===== src/sv/clnd_pkg.sv =====
// Package for the character LCD nibble bus driver: codes, reset values and nibble selection.
`default_nettype none
package clnd_pkg;

	localparam int TMR_W  = 20;
	localparam int CFG_W  = 20;
	localparam int IDX_W  = 3;
	localparam int STEP_W = 4;

	// operation codes
	localparam logic OP_WRITE = 1'b0;
	localparam logic OP_INIT  = 1'b1;

	// register indexes
	localparam logic [IDX_W-1:0] REG_ENABLE_HIGH  = 3'd0;
	localparam logic [IDX_W-1:0] REG_SETUP        = 3'd1;
	localparam logic [IDX_W-1:0] REG_POWER_ON     = 3'd2;
	localparam logic [IDX_W-1:0] REG_FUNCTION_SET = 3'd3;
	localparam logic [IDX_W-1:0] REG_DISPLAY_CTRL = 3'd4;
	localparam logic [IDX_W-1:0] REG_ENTRY_MODE   = 3'd5;

	localparam logic [19:0] RST_ENABLE_HIGH  = 20'd50000;
	localparam logic [9:0]  RST_SETUP        = 10'd1;
	localparam logic [19:0] RST_POWER_ON     = 20'd50000;
	localparam logic [7:0]  RST_FUNCTION_SET = 8'h28;
	localparam logic [7:0]  RST_DISPLAY_CTRL = 8'h0C;
	localparam logic [7:0]  RST_ENTRY_MODE   = 8'h06;

	localparam logic [7:0] CLEAR_CMD   = 8'h01;
	localparam logic [3:0] INIT_NIB_A  = 4'h3;
	localparam logic [3:0] INIT_NIB_B  = 4'h2;

	localparam logic [STEP_W-1:0] INIT_LAST_STEP  = 4'd11;
	localparam logic [STEP_W-1:0] WRITE_LAST_STEP = 4'd1;
	localparam logic [STEP_W-1:0] INIT_BYTE_BASE  = 4'd4;

	typedef struct packed {
		logic             load;
		logic [TMR_W-1:0] us;
	} tmr_cmd_t;

	// nibble driven at a given step of a write or of the init sequence
	function automatic logic [3:0] nibble_sel(
		input logic              op,
		input logic [STEP_W-1:0] step,
		input logic [7:0]        data_byte,
		input logic [7:0]        fs_cmd,
		input logic [7:0]        dc_cmd,
		input logic [7:0]        em_cmd
	);
		logic [STEP_W-1:0] rel;
		logic [7:0]        sel_byte;
		rel      = step - INIT_BYTE_BASE;
		sel_byte = data_byte;
		if (op == OP_INIT) begin
			case (rel[2:1])
				2'd0:    sel_byte = fs_cmd;
				2'd1:    sel_byte = dc_cmd;
				2'd2:    sel_byte = CLEAR_CMD;
				default: sel_byte = em_cmd;
			endcase
			if (step < INIT_BYTE_BASE - 4'd1) begin
				return INIT_NIB_A;
			end else if (step == INIT_BYTE_BASE - 4'd1) begin
				return INIT_NIB_B;
			end
		end
		// high nibble on even steps
		return step[0] ? sel_byte[3:0] : sel_byte[7:4];
	endfunction

endpackage
`default_nettype wire


===== src/sv/clnd_if.sv =====
// Stream interfaces: command items in, strobed nibble results out.
`default_nettype none
interface clnd_cmd_if;
	logic       valid;
	logic       ready;
	logic       operation;
	logic       reg_select;
	logic [7:0] data_byte;

	modport source (output valid, operation, reg_select, data_byte, input ready);
	modport sink   (input valid, operation, reg_select, data_byte, output ready);
endinterface

interface clnd_nib_if;
	logic       valid;
	logic       ready;
	logic       rs_level;
	logic [3:0] nibble;
	logic       last;

	modport source (output valid, rs_level, nibble, last, input ready);
	modport sink   (input valid, rs_level, nibble, last, output ready);
endinterface
`default_nettype wire


===== src/sv/clnd_timer.sv =====
// Shared microsecond wait timer: prescaler plus microsecond down-counter.
`default_nettype none
module clnd_timer
	import clnd_pkg::*;
#(
	parameter int CYCLES_PER_US = 48
) (
	input  wire logic     clk,
	input  wire logic     arst_n,
	input  wire tmr_cmd_t cmd,
	output logic          expired
);
	localparam int PRE_W = (CYCLES_PER_US > 1) ? $clog2(CYCLES_PER_US) : 1;
	localparam logic [PRE_W-1:0] PRE_LAST = PRE_W'(CYCLES_PER_US - 1);

	logic [TMR_W-1:0] us_q;
	logic [PRE_W-1:0] pre_q;

	always_ff @(posedge clk or negedge arst_n) begin
		if (!arst_n) begin
			us_q  <= '0;
			pre_q <= '0;
		end else if (cmd.load) begin
			us_q  <= cmd.us;
			pre_q <= '0;
		end else if (us_q != '0) begin
			if (pre_q == PRE_LAST) begin
				pre_q <= '0;
				us_q  <= us_q - TMR_W'(1);
			end else begin
				pre_q <= pre_q + PRE_W'(1);
			end
		end
	end

	assign expired = (us_q == '0);
endmodule
`default_nettype wire


===== src/sv/char_lcd_nibble_bus_driver_core.sv =====
// Character LCD 4-bit bus driver: sequencer, configuration registers and result register.
//
// Usage: items arrive on cmd (valid/ready). operation 0 writes data_byte with RS =
// reg_select as two nibbles, high first; operation 1 runs the power-on init: wait
// power_on_wait_us, nibbles 3,3,3,2, then function set, display control, clear and
// entry mode bytes. Each strobed nibble leaves as one beat on nib, with last set on
// the final beat of the item. Configuration is written through cfg_wr_en/cfg_index/
// cfg_wdata only while idle, a rule for the user that the block does not enforce;
// writes to an index beyond the list are dropped. Each nibble waits setup_us in RS
// setup, data setup and E low and enable_high_us with E high, all counted by the one
// shared wait timer. An init first waits power_on_wait_us and runs 12 nibbles.
// cmd.ready is high only between items; one item is in work at a time.
// A result waits in an output register; if nib stalls, the sequencer holds before
// the next nibble until the register is free, and the last result of an item may
// still wait while the next item is accepted.
// Reset: registers take their defaults, the sequencer goes idle, no beat is pending.
`default_nettype none
module char_lcd_nibble_bus_driver_core
	import clnd_pkg::*;
#(
	parameter int CYCLES_PER_US = 48
) (
	input  wire logic             clk,
	input  wire logic             arst_n,
	input  wire logic             cfg_wr_en,
	input  wire logic [IDX_W-1:0] cfg_index,
	input  wire logic [CFG_W-1:0] cfg_wdata,
	clnd_cmd_if.sink              cmd,
	clnd_nib_if.source            nib
);
	typedef enum logic [6:0] {
		ST_IDLE       = 7'b0000001,
		ST_POWER_WAIT = 7'b0000010,
		ST_RS_SETUP   = 7'b0000100,
		ST_DATA_SETUP = 7'b0001000,
		ST_E_HIGH     = 7'b0010000,
		ST_E_LOW      = 7'b0100000,
		ST_EMIT       = 7'b1000000
	} state_t;

	state_t state_q, state_d;

	logic [19:0] enable_high_q;
	logic [9:0]  setup_q;
	logic [19:0] power_on_q;
	logic [7:0]  fs_cmd_q, dc_cmd_q, em_cmd_q;

	logic              op_q, rs_q;
	logic [7:0]        byte_q;
	logic [STEP_W-1:0] step_q, last_step_q;

	logic       out_valid_q, out_rs_q, out_last_q;
	logic [3:0] out_nib_q;

	tmr_cmd_t tmr_cmd;
	logic     expired;
	logic     accept, out_free, out_load, at_last;

	clnd_timer #(.CYCLES_PER_US(CYCLES_PER_US)) u_timer (
		.clk     (clk),
		.arst_n  (arst_n),
		.cmd     (tmr_cmd),
		.expired (expired)
	);

	always_ff @(posedge clk or negedge arst_n) begin
		if (!arst_n) begin
			enable_high_q <= RST_ENABLE_HIGH;
			setup_q       <= RST_SETUP;
			power_on_q    <= RST_POWER_ON;
			fs_cmd_q      <= RST_FUNCTION_SET;
			dc_cmd_q      <= RST_DISPLAY_CTRL;
			em_cmd_q      <= RST_ENTRY_MODE;
		end else if (cfg_wr_en) begin
			unique case (cfg_index)
				REG_ENABLE_HIGH:  enable_high_q <= cfg_wdata[19:0];
				REG_SETUP:        setup_q       <= cfg_wdata[9:0];
				REG_POWER_ON:     power_on_q    <= cfg_wdata[19:0];
				REG_FUNCTION_SET: fs_cmd_q      <= cfg_wdata[7:0];
				REG_DISPLAY_CTRL: dc_cmd_q      <= cfg_wdata[7:0];
				REG_ENTRY_MODE:   em_cmd_q      <= cfg_wdata[7:0];
				default: ;
			endcase
		end
	end

	assign cmd.ready = (state_q == ST_IDLE);
	assign accept    = cmd.valid && cmd.ready;
	assign out_free  = !out_valid_q || nib.ready;
	assign out_load  = (state_q == ST_EMIT) && out_free;
	assign at_last   = (step_q == last_step_q);

	always_comb begin
		state_d     = state_q;
		tmr_cmd     = '{load: 1'b0, us: TMR_W'(setup_q)};
		unique case (state_q)
			ST_IDLE: begin
				if (accept) begin
					tmr_cmd.load = 1'b1;
					if (cmd.operation == OP_INIT) begin
						tmr_cmd.us = power_on_q;
						state_d    = ST_POWER_WAIT;
					end else begin
						state_d    = ST_RS_SETUP;
					end
				end
			end
			ST_POWER_WAIT: begin
				if (expired) begin
					tmr_cmd.load = 1'b1;
					state_d      = ST_RS_SETUP;
				end
			end
			ST_RS_SETUP: begin
				if (expired) begin
					tmr_cmd.load = 1'b1;
					state_d      = ST_DATA_SETUP;
				end
			end
			ST_DATA_SETUP: begin
				if (expired) begin
					tmr_cmd.load = 1'b1;
					tmr_cmd.us   = enable_high_q;
					state_d      = ST_E_HIGH;
				end
			end
			ST_E_HIGH: begin
				if (expired) begin
					tmr_cmd.load = 1'b1;
					state_d      = ST_E_LOW;
				end
			end
			ST_E_LOW: begin
				if (expired) begin
					state_d = ST_EMIT;
				end
			end
			ST_EMIT: begin
				if (out_free) begin
					if (at_last) begin
						state_d = ST_IDLE;
					end else begin
						tmr_cmd.load = 1'b1;
						state_d      = ST_RS_SETUP;
					end
				end
			end
			default: state_d = ST_IDLE;
		endcase
	end

	always_ff @(posedge clk or negedge arst_n) begin
		if (!arst_n) begin
			state_q <= ST_IDLE;
			step_q  <= '0;
		end else begin
			state_q <= state_d;
			if (accept) begin
				step_q <= '0;
			end else if (out_load && !at_last) begin
				step_q <= step_q + STEP_W'(1);
			end
		end
	end

	// item fields, held for the whole sequence
	always_ff @(posedge clk) begin
		if (accept) begin
			op_q        <= cmd.operation;
			rs_q        <= (cmd.operation == OP_INIT) ? 1'b0 : cmd.reg_select;
			byte_q      <= cmd.data_byte;
			last_step_q <= (cmd.operation == OP_INIT) ? INIT_LAST_STEP : WRITE_LAST_STEP;
		end
	end

	always_ff @(posedge clk or negedge arst_n) begin
		if (!arst_n) begin
			out_valid_q <= 1'b0;
		end else if (out_load) begin
			out_valid_q <= 1'b1;
		end else if (nib.ready) begin
			out_valid_q <= 1'b0;
		end
	end

	always_ff @(posedge clk) begin
		if (out_load) begin
			out_rs_q   <= rs_q;
			out_nib_q  <= nibble_sel(op_q, step_q, byte_q, fs_cmd_q, dc_cmd_q, em_cmd_q);
			out_last_q <= at_last;
		end
	end

	assign nib.valid    = out_valid_q;
	assign nib.rs_level = out_rs_q;
	assign nib.nibble   = out_nib_q;
	assign nib.last     = out_last_q;

`ifndef SYNTHESIS
	a_busy_after_accept: assert property (@(posedge clk) disable iff (!arst_n)
		accept |=> state_q != ST_IDLE)
		else $error("sequencer idle right after accepting an item");

	a_step_bound: assert property (@(posedge clk) disable iff (!arst_n)
		(state_q != ST_IDLE) |-> (step_q <= last_step_q))
		else $error("nibble step beyond the end of the item");

	a_last_frees_input: assert property (@(posedge clk) disable iff (!arst_n)
		(out_load && at_last) |=> cmd.ready && nib.valid && nib.last)
		else $error("final nibble did not return the sequencer to idle");
`endif
endmodule
`default_nettype wire


===== src/flat_wrapper.sv =====
// flat-port wrapper written by rule: the top's interface ports become plain ports
module char_lcd_nibble_bus_driver_core_flat import clnd_pkg::*;
#(
	parameter int CYCLES_PER_US = 48
)
  (clk, arst_n, cfg_wr_en, cfg_index, cfg_wdata, cmd_valid, cmd_operation, cmd_reg_select, cmd_data_byte, cmd_ready, nib_valid, nib_rs_level, nib_nibble, nib_last, nib_ready);
  clnd_cmd_if cmd_i ();
  clnd_nib_if nib_i ();
  input  wire logic clk;
  input  wire logic arst_n;
  input  wire logic cfg_wr_en;
  input  wire logic [IDX_W-1:0] cfg_index;
  input  wire logic [CFG_W-1:0] cfg_wdata;
  input wire logic [$bits(cmd_i.valid)-1:0] cmd_valid;
  input wire logic [$bits(cmd_i.operation)-1:0] cmd_operation;
  input wire logic [$bits(cmd_i.reg_select)-1:0] cmd_reg_select;
  input wire logic [$bits(cmd_i.data_byte)-1:0] cmd_data_byte;
  output wire logic [$bits(cmd_i.ready)-1:0] cmd_ready;
  output wire logic [$bits(nib_i.valid)-1:0] nib_valid;
  output wire logic [$bits(nib_i.rs_level)-1:0] nib_rs_level;
  output wire logic [$bits(nib_i.nibble)-1:0] nib_nibble;
  output wire logic [$bits(nib_i.last)-1:0] nib_last;
  input wire logic [$bits(nib_i.ready)-1:0] nib_ready;
  assign cmd_i.valid = cmd_valid;
  assign cmd_i.operation = cmd_operation;
  assign cmd_i.reg_select = cmd_reg_select;
  assign cmd_i.data_byte = cmd_data_byte;
  assign cmd_ready = cmd_i.ready;
  assign nib_valid = nib_i.valid;
  assign nib_rs_level = nib_i.rs_level;
  assign nib_nibble = nib_i.nibble;
  assign nib_last = nib_i.last;
  assign nib_i.ready = nib_ready;
  char_lcd_nibble_bus_driver_core #(.CYCLES_PER_US(CYCLES_PER_US)) u_core (.clk(clk), .arst_n(arst_n), .cfg_wr_en(cfg_wr_en), .cfg_index(cfg_index), .cfg_wdata(cfg_wdata), .cmd(cmd_i), .nib(nib_i));
endmodule

===== config.mk =====
export PLATFORM = sky130hd
export DESIGN_NAME = char_lcd_nibble_bus_driver_core_flat
export DESIGN_NICKNAME = d
export VERILOG_FILES = /design/src/sv/clnd_pkg.sv /design/src/sv/clnd_if.sv /design/src/sv/clnd_timer.sv /design/src/sv/char_lcd_nibble_bus_driver_core.sv /design/src/flat_wrapper.sv
export SDC_FILE = /design/constraint.sdc
export NUM_CORES = 1
export LEC_CHECK = 0
export BUFFER_PORTS_ARGS = -buffer_cell sky130_fd_sc_hd__buf_4
export CORE_MARGIN = 8
export CORE_UTILIZATION = 50
export DETAILED_ROUTE_END_ITERATION = 8
export GPL_ROUTABILITY_DRIVEN = 0
export PLACE_DENSITY = 0.68
export SYNTH_ARGS = -nofsm -noshare
export SYNTH_HDL_FRONTEND = slang
export SYNTH_HIERARCHICAL = 1
export SYNTH_SLANG_ARGS = --single-unit

===== constraint.sdc =====
create_clock -name clk -period 6.8 [get_ports clk]
set_input_delay 1.02 -clock clk [delete_from_list [all_inputs] [get_ports clk]]
set_output_delay 1.02 -clock clk [all_outputs]
set_load 0.1 [all_outputs]

== After elaboration in Yosys (flattened, before gate mapping) ==
Cells that the tools add are included.
Storage, ports and cells
  bits of input ports: 38
  bits in registers: 132
Cells by class
  eq/ne operators: 24
  add/sub/neg operators: 4
  order comparisons: 1
  reduce and logical (&&, ||, !) cells: 23
  mux-type cells: 40
Operator list (count)
  $mux 20: 4
  $mux 7: 7
  $pmux 7 s7: 1
  $mux 21: 2
  $pmux 20 s2: 1
  $mux 4: 8
  $pmux 8 s3: 1
  $logic_not 20->1: 1
  $reduce_bool 20->1: 1
  $sub 20x1->20 const B: 1
  $mux 6: 3
  $reduce_and 2->1: 7
  $ne 2x1->1 const B: 6
  $mux 1: 9
  $mux 8: 1
  $reduce_bool 2->1: 4
  $eq 7x1->1 const B: 1
  $eq 7x2->1 const B: 1
  $eq 7x3->1 const B: 1
  $eq 7x4->1 const B: 1
  $eq 7x5->1 const B: 1
  $eq 7x6->1 const B: 1
  $eq 7x7->1 const B: 1
  $reduce_and 7->1: 1
  other kinds (21): 27

== Logic depth before layout (Yosys ltp) ==
Gate-level depths: netlist of the first run.
  depth after elaboration: 6
  mapped depth: 12
  gate-level depth less buffers: 12

== By module ==
Netlist of the first run, hierarchy kept.
Modules (own cells, without submodules)
  char_lcd_nibble_bus_driver_core: seq. area each 2657.5 um^2, cells an instance 350, instances 1, area an instance 4712.0 um^2
  clnd_timer: seq. area each 650.6 um^2, cells an instance 165, instances 1, area an instance 1622.8 um^2

== Worst setup path before layout of the first run ==
OpenSTA, ideal clock, no wires.
  kind: reg2reg
  from: reg u_core.state_q[5]
  to: reg u_core.u_timer.us_q[13]
  data arrival time: 3.750 ns
  setup time: 0.136 ns
  slack: 2.914 ns
  cell stages (with the launch flop): 11
  path buffers: 5
  cell sequence: dfrtp_1 -> buf_6 -> or4_1 -> buf_6 -> nor3_2 -> and2_1 -> buf_2 -> or4_1 -> clkbuf_1 -> clkbuf_1 -> o21ai_0
RTL lines
  start: declaration: RTL line char_lcd_nibble_bus_driver_core.sv:41  | state_t state_q, state_d;
  start signal: assignment: RTL line char_lcd_nibble_bus_driver_core.sv:157  | state_q <= state_d;
  end signal: assignment: RTL line clnd_timer.sv:24  | us_q <= cmd.us;
  end signal: assignment: RTL line clnd_timer.sv:29  | us_q <= us_q - TMR_W'(1);
  end: declaration: RTL line clnd_timer.sv:16  | logic [TMR_W-1:0] us_q;

==> run_results.csv, run 1 <==
group,metric,value,unit
run_status,status,"finished clean",
flow_run,maxCapViolCount,0,
critical_path,worstSetupPathType,"flip-flop to flip-flop",
worst_hold_path,hold_class,"flip-flop to flip-flop",
critical_path,cp-start-kind,"flip-flop",
critical_path,crit_chain,"nor4_2, nand4_2, nor2_1, nand2_1, nor4_4, buf_4, or4_1, mux2_2",
placement,portBuffers,45,
global_routing,grt_overflow,0,
logic_synthesis,synth_edf_count,16,
clocking,cts_tree,"done",
critical_path,r2r_cells,8,
route,firstDrtPassIters,7,
logic_synthesis,seq_area_frac_synth,0.522,
critical_path,cpPeakStageDelay,0.89,ns
global_routing,grt_pass1_vias,4406,
route,drt-initial-drc-count,266,
critical_path,crit_required,7.11,ns
layout,syn_to_final_growth,15.7,%
placement,dp_hpwl,8740,um
logic_synthesis,avgSynthCellArea,12.3,um^2
sta,rsz0062_at_grt,"no",
layout,mostFrequentLayoutCell,"dfrtp_1",
logic_synthesis,synth_warnings,6,
clocking,cts_max_level,4,
sta,timing.final.crit_period,4.27,ns
logic_synthesis,syn-num-nets,557,
clocking,clockRootBuffer,"clkbuf_16",
die,die-area,16500,um^2
die,die_w,129,um
global_routing,grt_pass1_wl,21800,um
clocking,cts_setup_buffers,0,
sta,slew_violations,0,
sta,setup_viol_count_final,0,
clocking,insertion_delay,0.42,ns
logic_synthesis,synth_seq_cells,128,
clocking,numCtsBuffers,17,
sta,whs,0.436,ns
die,initial_core_util,0.506,
route,wl_per_cell,17.4,um
sta,fin_worst_skew,0.00659,ns
route,ant_nets,0,
global_routing,grt_max_degree,64,
die,io_pins,46,
critical_path,worstSetupEndpointType,"flip-flop",
layout,nFillCells,1066,
logic_synthesis,ys_async_sr_fraction,0.875,
layout,layout_common_cells,"dfrtp_1 (92), mux2_2 (91), buf_4 (50), nand2_1 (42), nor2_1 (25)",
logic_synthesis,synth_area_leaders,"dfrtp_1 (36%), mux2_2 (16%), dfstp_2 (8.3%), edfxtp_1 (7.6%), nand2_1 (2.5%)",
layout,n_antenna_cell,0,
sta,maxSlewHeadroom,0.200,
route,drcViolationCount,0,
clocking,cts_resized,0,
worst_hold_path,worstHoldPathCells,0,
route,wirelength,12900,um
clocking,ctsHoldBuffers,0,
global_routing,antenna_found_initial,0,
sta,fin_tns_setup,0,ns
sta,hold_viol,0,
clocking,cts.clk_slew.worst_paths,0.06,ns
logic_synthesis,synth.cell_area,6330,um^2
critical_path,arrival,4.58,ns
pwr,leakage,3.00,nW
clocking,clock_sinks,128,
route,vias,4197,
sta,finalCritPeriodShare,0.628,
route,via_per_inst,5.65,
global_routing,grt_usage,0.169,
clocking,cts_buffer_depth,2,
logic_synthesis,synth_top_flop_cell,"dfrtp_1",
die,die_h,129,um
logic_synthesis,synth_top_cell_area_share,0.363,
logic_synthesis,synthCells,515,
pwr,max-vdd-ir-drop,0.205,mV
critical_path,critPathMaxFanout,33,
logic_synthesis,ys_types,68,
die,rows,41,
layout,layout-drive-gt1-share,0.378,
sta,worst_slew_pin_slew,1.20,ns
layout,layout.nets,600,
critical_path,cpMaxStageDelayCell,"or4_1",
die,coreArea,12500,um^2
pwr,p_per_area,358,nW/um^2
sta,fmax,234,MHz
logic_synthesis,synth_largest_area_cell,"dfrtp_1",
-- per-stage QoR --
| stage | cells | worst slack, ns | power, mW | cell area, um^2 | utilization |
|---|---|---|---|---|---|
| after floorplan | 515 | 2.91 | 1.66 | 6330 | - |
| after global placement | 711 | 2.73 | 1.79 | 6800 | 0.543 |
| after detailed placement | 711 | 2.58 | 1.82 | 6800 | 0.543 |
| after CTS | 743 | 2.51 | 2.65 | 7330 | 0.585 |
| after global routing | 743 | 2.12 | 2.78 | 7330 | 0.585 |
| final | 743 | 2.53 | 2.63 | 7330 | 0.585 |
-- registers in the layout, summed over array words and instances, names as in the netlist --
name                  cells
u_core/enable_high_q     20
u_core/power_on_q        20
u_core/u_timer/us_q      20
u_core/setup_q           10
u_core/byte_q             8
u_core/dc_cmd_q           8
u_core/em_cmd_q           8
u_core/fs_cmd_q           8
u_core/state_q            7
u_core/u_timer/pre_q      6
u_core/nib.nibble         4
u_core/step_q             4
u_core/last_step_q        1
u_core/nib.last           1
u_core/nib.rs_level       1
u_core/nib.valid          1
u_core/rs_q               1
-- logic make-up (layout without fill, tap and decap cells) --
group	count (synthesis)	after routing	share of synthesized area
and+or+nand+nor	146	146	0.139
DFF	128	128	0.522
muxes	97	97	0.174
AOI/OAI and AO/OA	83	83	0.0976
buffers and inverters	33	89	0.0259
xor gates and xnor gates	24	24	0.0332
adders and majority gates	4	4	0.00790
-- path summary, 6_finish.rpt --
check | start | to | slack (ns)
worst max-delay path | u_core/u_timer/us_q[6] | u_core/u_timer/us_q[18] | 2.53
worst min register to register | u_core/rs_q | u_core/nib.rs_level | 0.44
worst min-delay path | u_core/rs_q | u_core/nib.rs_level | 0.44
min in group asynchronous | arst_n | u_core/step_q[0] | 0.61
worst max register to register | u_core/u_timer/us_q[6] | u_core/u_timer/us_q[18] | 2.53
max in group asynchronous | arst_n | u_core/power_on_q[18] | 4.94
-- critical path: cells and delay by family, from the launching register on --
family / cells / cell delay (ns)
buffers and inverters: 1 / 0.31
flip-flops: 1 / 0.42
AND/OR/NAND/NOR: 6 / 2.98
multiplexers: 1 / 0.42
-- per-layer routing --
metal	global-route usage	part of all wire
met4	0.0850	0.019
met2	0.265	0.47
met3	0.0426	0.049
met5	0	0
met1	0.213	0.46
-- power by group --
part / leakage [nW] / internal [mW] / switching (mW)
Combinational: 1.23 / 0.306 / 0.375
Sequential: 1.51 / 0.983 / 0.146
Clock: 0.257 / 0.502 / 0.313
-- synth_stat cells, types with 7 or more instances --
master and count:
dfrtp_1 92, mux2_2 91, nand2_1 42, nor2_1 26, dfstp_2 20, edfxtp_1 16
xnor2_1 16, o21ai_0 15, clkbuf_1 12, nor3_1 11, a22o_1 10, a22oi_1 10
buf_2 8, xor2_1 8, a21oi_1 7, inv_1 7
-- layout make-up --
type | count | area [um^2] | share of cell area
sequential | 128 | 3310 | 0.451
multi-input combinational | 354 | 2870 | 0.392
clock buffer | 27 | 503 | 0.0686
timing repair buffer | 50 | 375 | 0.0512
tap | 172 | 215 | 0.0294
clock inverter | 5 | 30.0 | 0.00410
inverter | 7 | 26.3 | 0.00359
Note: power is estimated with default switching activity, not from simulation.
==> run 2, diff against run 1 <==
==> constraint.sdc (replaced) <==
create_clock -name clk -period 4.1 [get_ports clk]
set_input_delay 0.615 -clock clk [delete_from_list [all_inputs] [get_ports clk]]
set_output_delay 0.615 -clock clk [all_outputs]
set_load 0.1 [all_outputs]
==> run 2 against run 1 <==
Compared with the run above:
- fmax up 35%
- clock power rose by 74%
- global-route usage rose by 0.092 points
- count of clock-buffer cells in the layout grew 1
- cell count grew 0.54%
- first-iteration DRC count is 0.75% lower
- utilization up 0.52 points
- critical endpoint is now u_core/u_timer/us_q[10]
==> run_results.csv, run 2 (synthesis results as in run 1) <==
group,metric,value,unit
clocking,insertion_delay,0.41,ns
critical_path,cp-start-kind,"flip-flop",
critical_path,crit_chain,"or4_1, nor3_2, and2_1, or4_1, buf_4, mux2_2",
clocking,cts_tree,"done",
pwr,max-vdd-ir-drop,0.373,mV
route,firstDrtPassIters,4,
die,die_w,129,um
die,die-area,16500,um^2
pwr,p_per_area,599,nW/um^2
layout,layout-drive-gt1-share,0.383,
critical_path,cpMaxStageDelayCell,"or4_1",
layout,fin_area,7390,um^2
global_routing,grt_pass1_wl,22200,um
critical_path,cpPeakStageDelay,0.76,ns
sta,fin_ws,0.928,ns
sta,finalCritPeriodShare,0.774,
layout,layout.nets,604,
critical_path,crit_cells,6,
sta,fin_tns_setup,0,ns
pwr,leakage,3.03,nW
layout,mostFrequentLayoutCell,"dfrtp_1",
critical_path,r2r_cells,6,
clocking,cts_resized,0,
critical_path,crit_required,4.39,ns
clocking,cts.clk_slew.worst_paths,0.05,ns
critical_path,reg2reg_from,"u_core/state_q[5]",
route,drt-initial-drc-count,264,
sta,maxSlewHeadroom,0.242,
route,wl_per_cell,17.4,um
sta,fmax,315,MHz
layout,top_regs,"u_core/enable_high_q: 20 flops, u_core/power_on_q: 20 flops, u_core/u_timer/us_q: 20 flops",
die,die_h,129,um
clocking,ctsHoldBuffers,0,
sta,rsz0062_at_grt,"no",
critical_path,worstSetupEndpointType,"flip-flop",
layout,n_antenna_cell,0,
critical_path,reg2reg_slack,0.93,ns
placement,dp_hpwl,8900,um
clocking,numCtsBuffers,17,
critical_path,critPathMostFrequentCell,"or4_1",
route,wirelength,13000,um
sta,worst_slew_pin_slew,1.14,ns
sta,slew_violations,0,
flow_run,maxCapViolCount,0,
critical_path,critPathMaxFanout,39,
placement,post-place-ws,0.932,ns
die,io_pins,46,
route,drcViolationCount,0,
critical_path,arrival,3.47,ns
clocking,cts_setup_buffers,0,
die,initial_core_util,0.506,
global_routing,grt_usage,0.170,
placement,portBuffers,45,
die,rows,41,
clocking,cts_buffer_depth,2,
route,ant_nets,0,
route,via_per_inst,5.67,
placement,place_area,6830,um^2
critical_path,worstSetupStartpoint,"u_core/state_q[5]",
sta,setup_viol_count_final,0,
critical_path,path_buf_inv,1,
critical_path,path_delay_family,"simple AND/OR/NAND/NOR gates",
layout,syn_to_final_growth,16.7,%
worst_hold_path,hold_class,"primary input to asynchronous set/reset pin",
route,vias,4239,
sta,hold_viol,0,
run_status,status,"finished clean",
global_routing,grt_overflow,0,
critical_path,r2r_end,"u_core/u_timer/us_q[10]",
global_routing,grt_pass1_vias,4473,
die,coreArea,12500,um^2
critical_path,worstSetupPathType,"flip-flop to flip-flop",
clocking,clock_sinks,128,
global_routing,antenna_found_initial,0,
global_routing,grt_max_degree,66,
clocking,clockRootBuffer,"clkbuf_16",
sta,timing.final.crit_period,3.17,ns
layout,layout_common_cells,"dfrtp_1 (92), mux2_2 (91), buf_4 (54), nand2_1 (42), nor2_1 (25)",
sta,fin_worst_skew,0.00504,ns
critical_path,crit_end,"u_core/u_timer/us_q[10]",
clocking,cts_max_level,4,
-- run 2: changes by cell type in the layout (fill, tap and decap cells not counted), sizes merged --
| cell | change |
|---|---|
| clkinv | -1 |
| buf | +4 |
| clkinvlp | -1 |
| clkbuf | +1 |
| bufinv | +1 |
-- run 2: how the worst min path moves through the flow --
stage,end,slack [ns],cells past startpoint
after floorplan,u_core/dc_cmd_q[0],0.32,0
after global placement,u_core/nib.rs_level,0.40,0
after detailed placement,u_core/nib.rs_level,0.42,0
after CTS,u_core/nib.valid,0.32,1
after global routing,u_core/nib.valid,0.36,1
final,u_core/nib.valid,0.30,1
-- run 2: layer usage --
| layer | vias to the layer above | share of wire | wire [um] | global-route usage |
|---|---|---|---|---|
| met5 | - | 0 | 0 | 0 |
| met4 | 0 | 0.019 | 242 | 0.0670 |
| met3 | 20 | 0.042 | 550 | 0.0426 |
| met2 | 90 | 0.47 | 6140 | 0.265 |
| met1 | 2132 | 0.47 | 6040 | 0.223 |
| li1 | 1997 | - | - | - |
-- run 2: area by class of cell --
class                      count  area [um^2]
sequential                   128         3310
timing repair buffer          54          405
tap                          172          215
clock inverter                 4         51.3
clock buffer                  28          517
fill                        1075         5120
inverter                       7         26.3
multi-input combinational    354         2870
-- run 2: stage by stage --
stage | hold WS, ns | instances | util | total power, mW
after floorplan | 0.319 | 515 | - | 2.75
after global placement | 0.405 | 715 | 0.545 | 2.97
after detailed placement | 0.419 | 715 | 0.545 | 3.02
after CTS | 0.318 | 747 | 0.591 | 4.46
after global routing | 0.358 | 747 | 0.591 | 4.68
final | 0.302 | 747 | 0.591 | 4.43
-- run 2: power by group --
part	switching, mW	internal (mW)	leakage (nW)
clock network	0.509	0.914	0.275
registers	0.240	1.63	1.51
logic	0.623	0.509	1.25
total	1.37	3.05	3.03
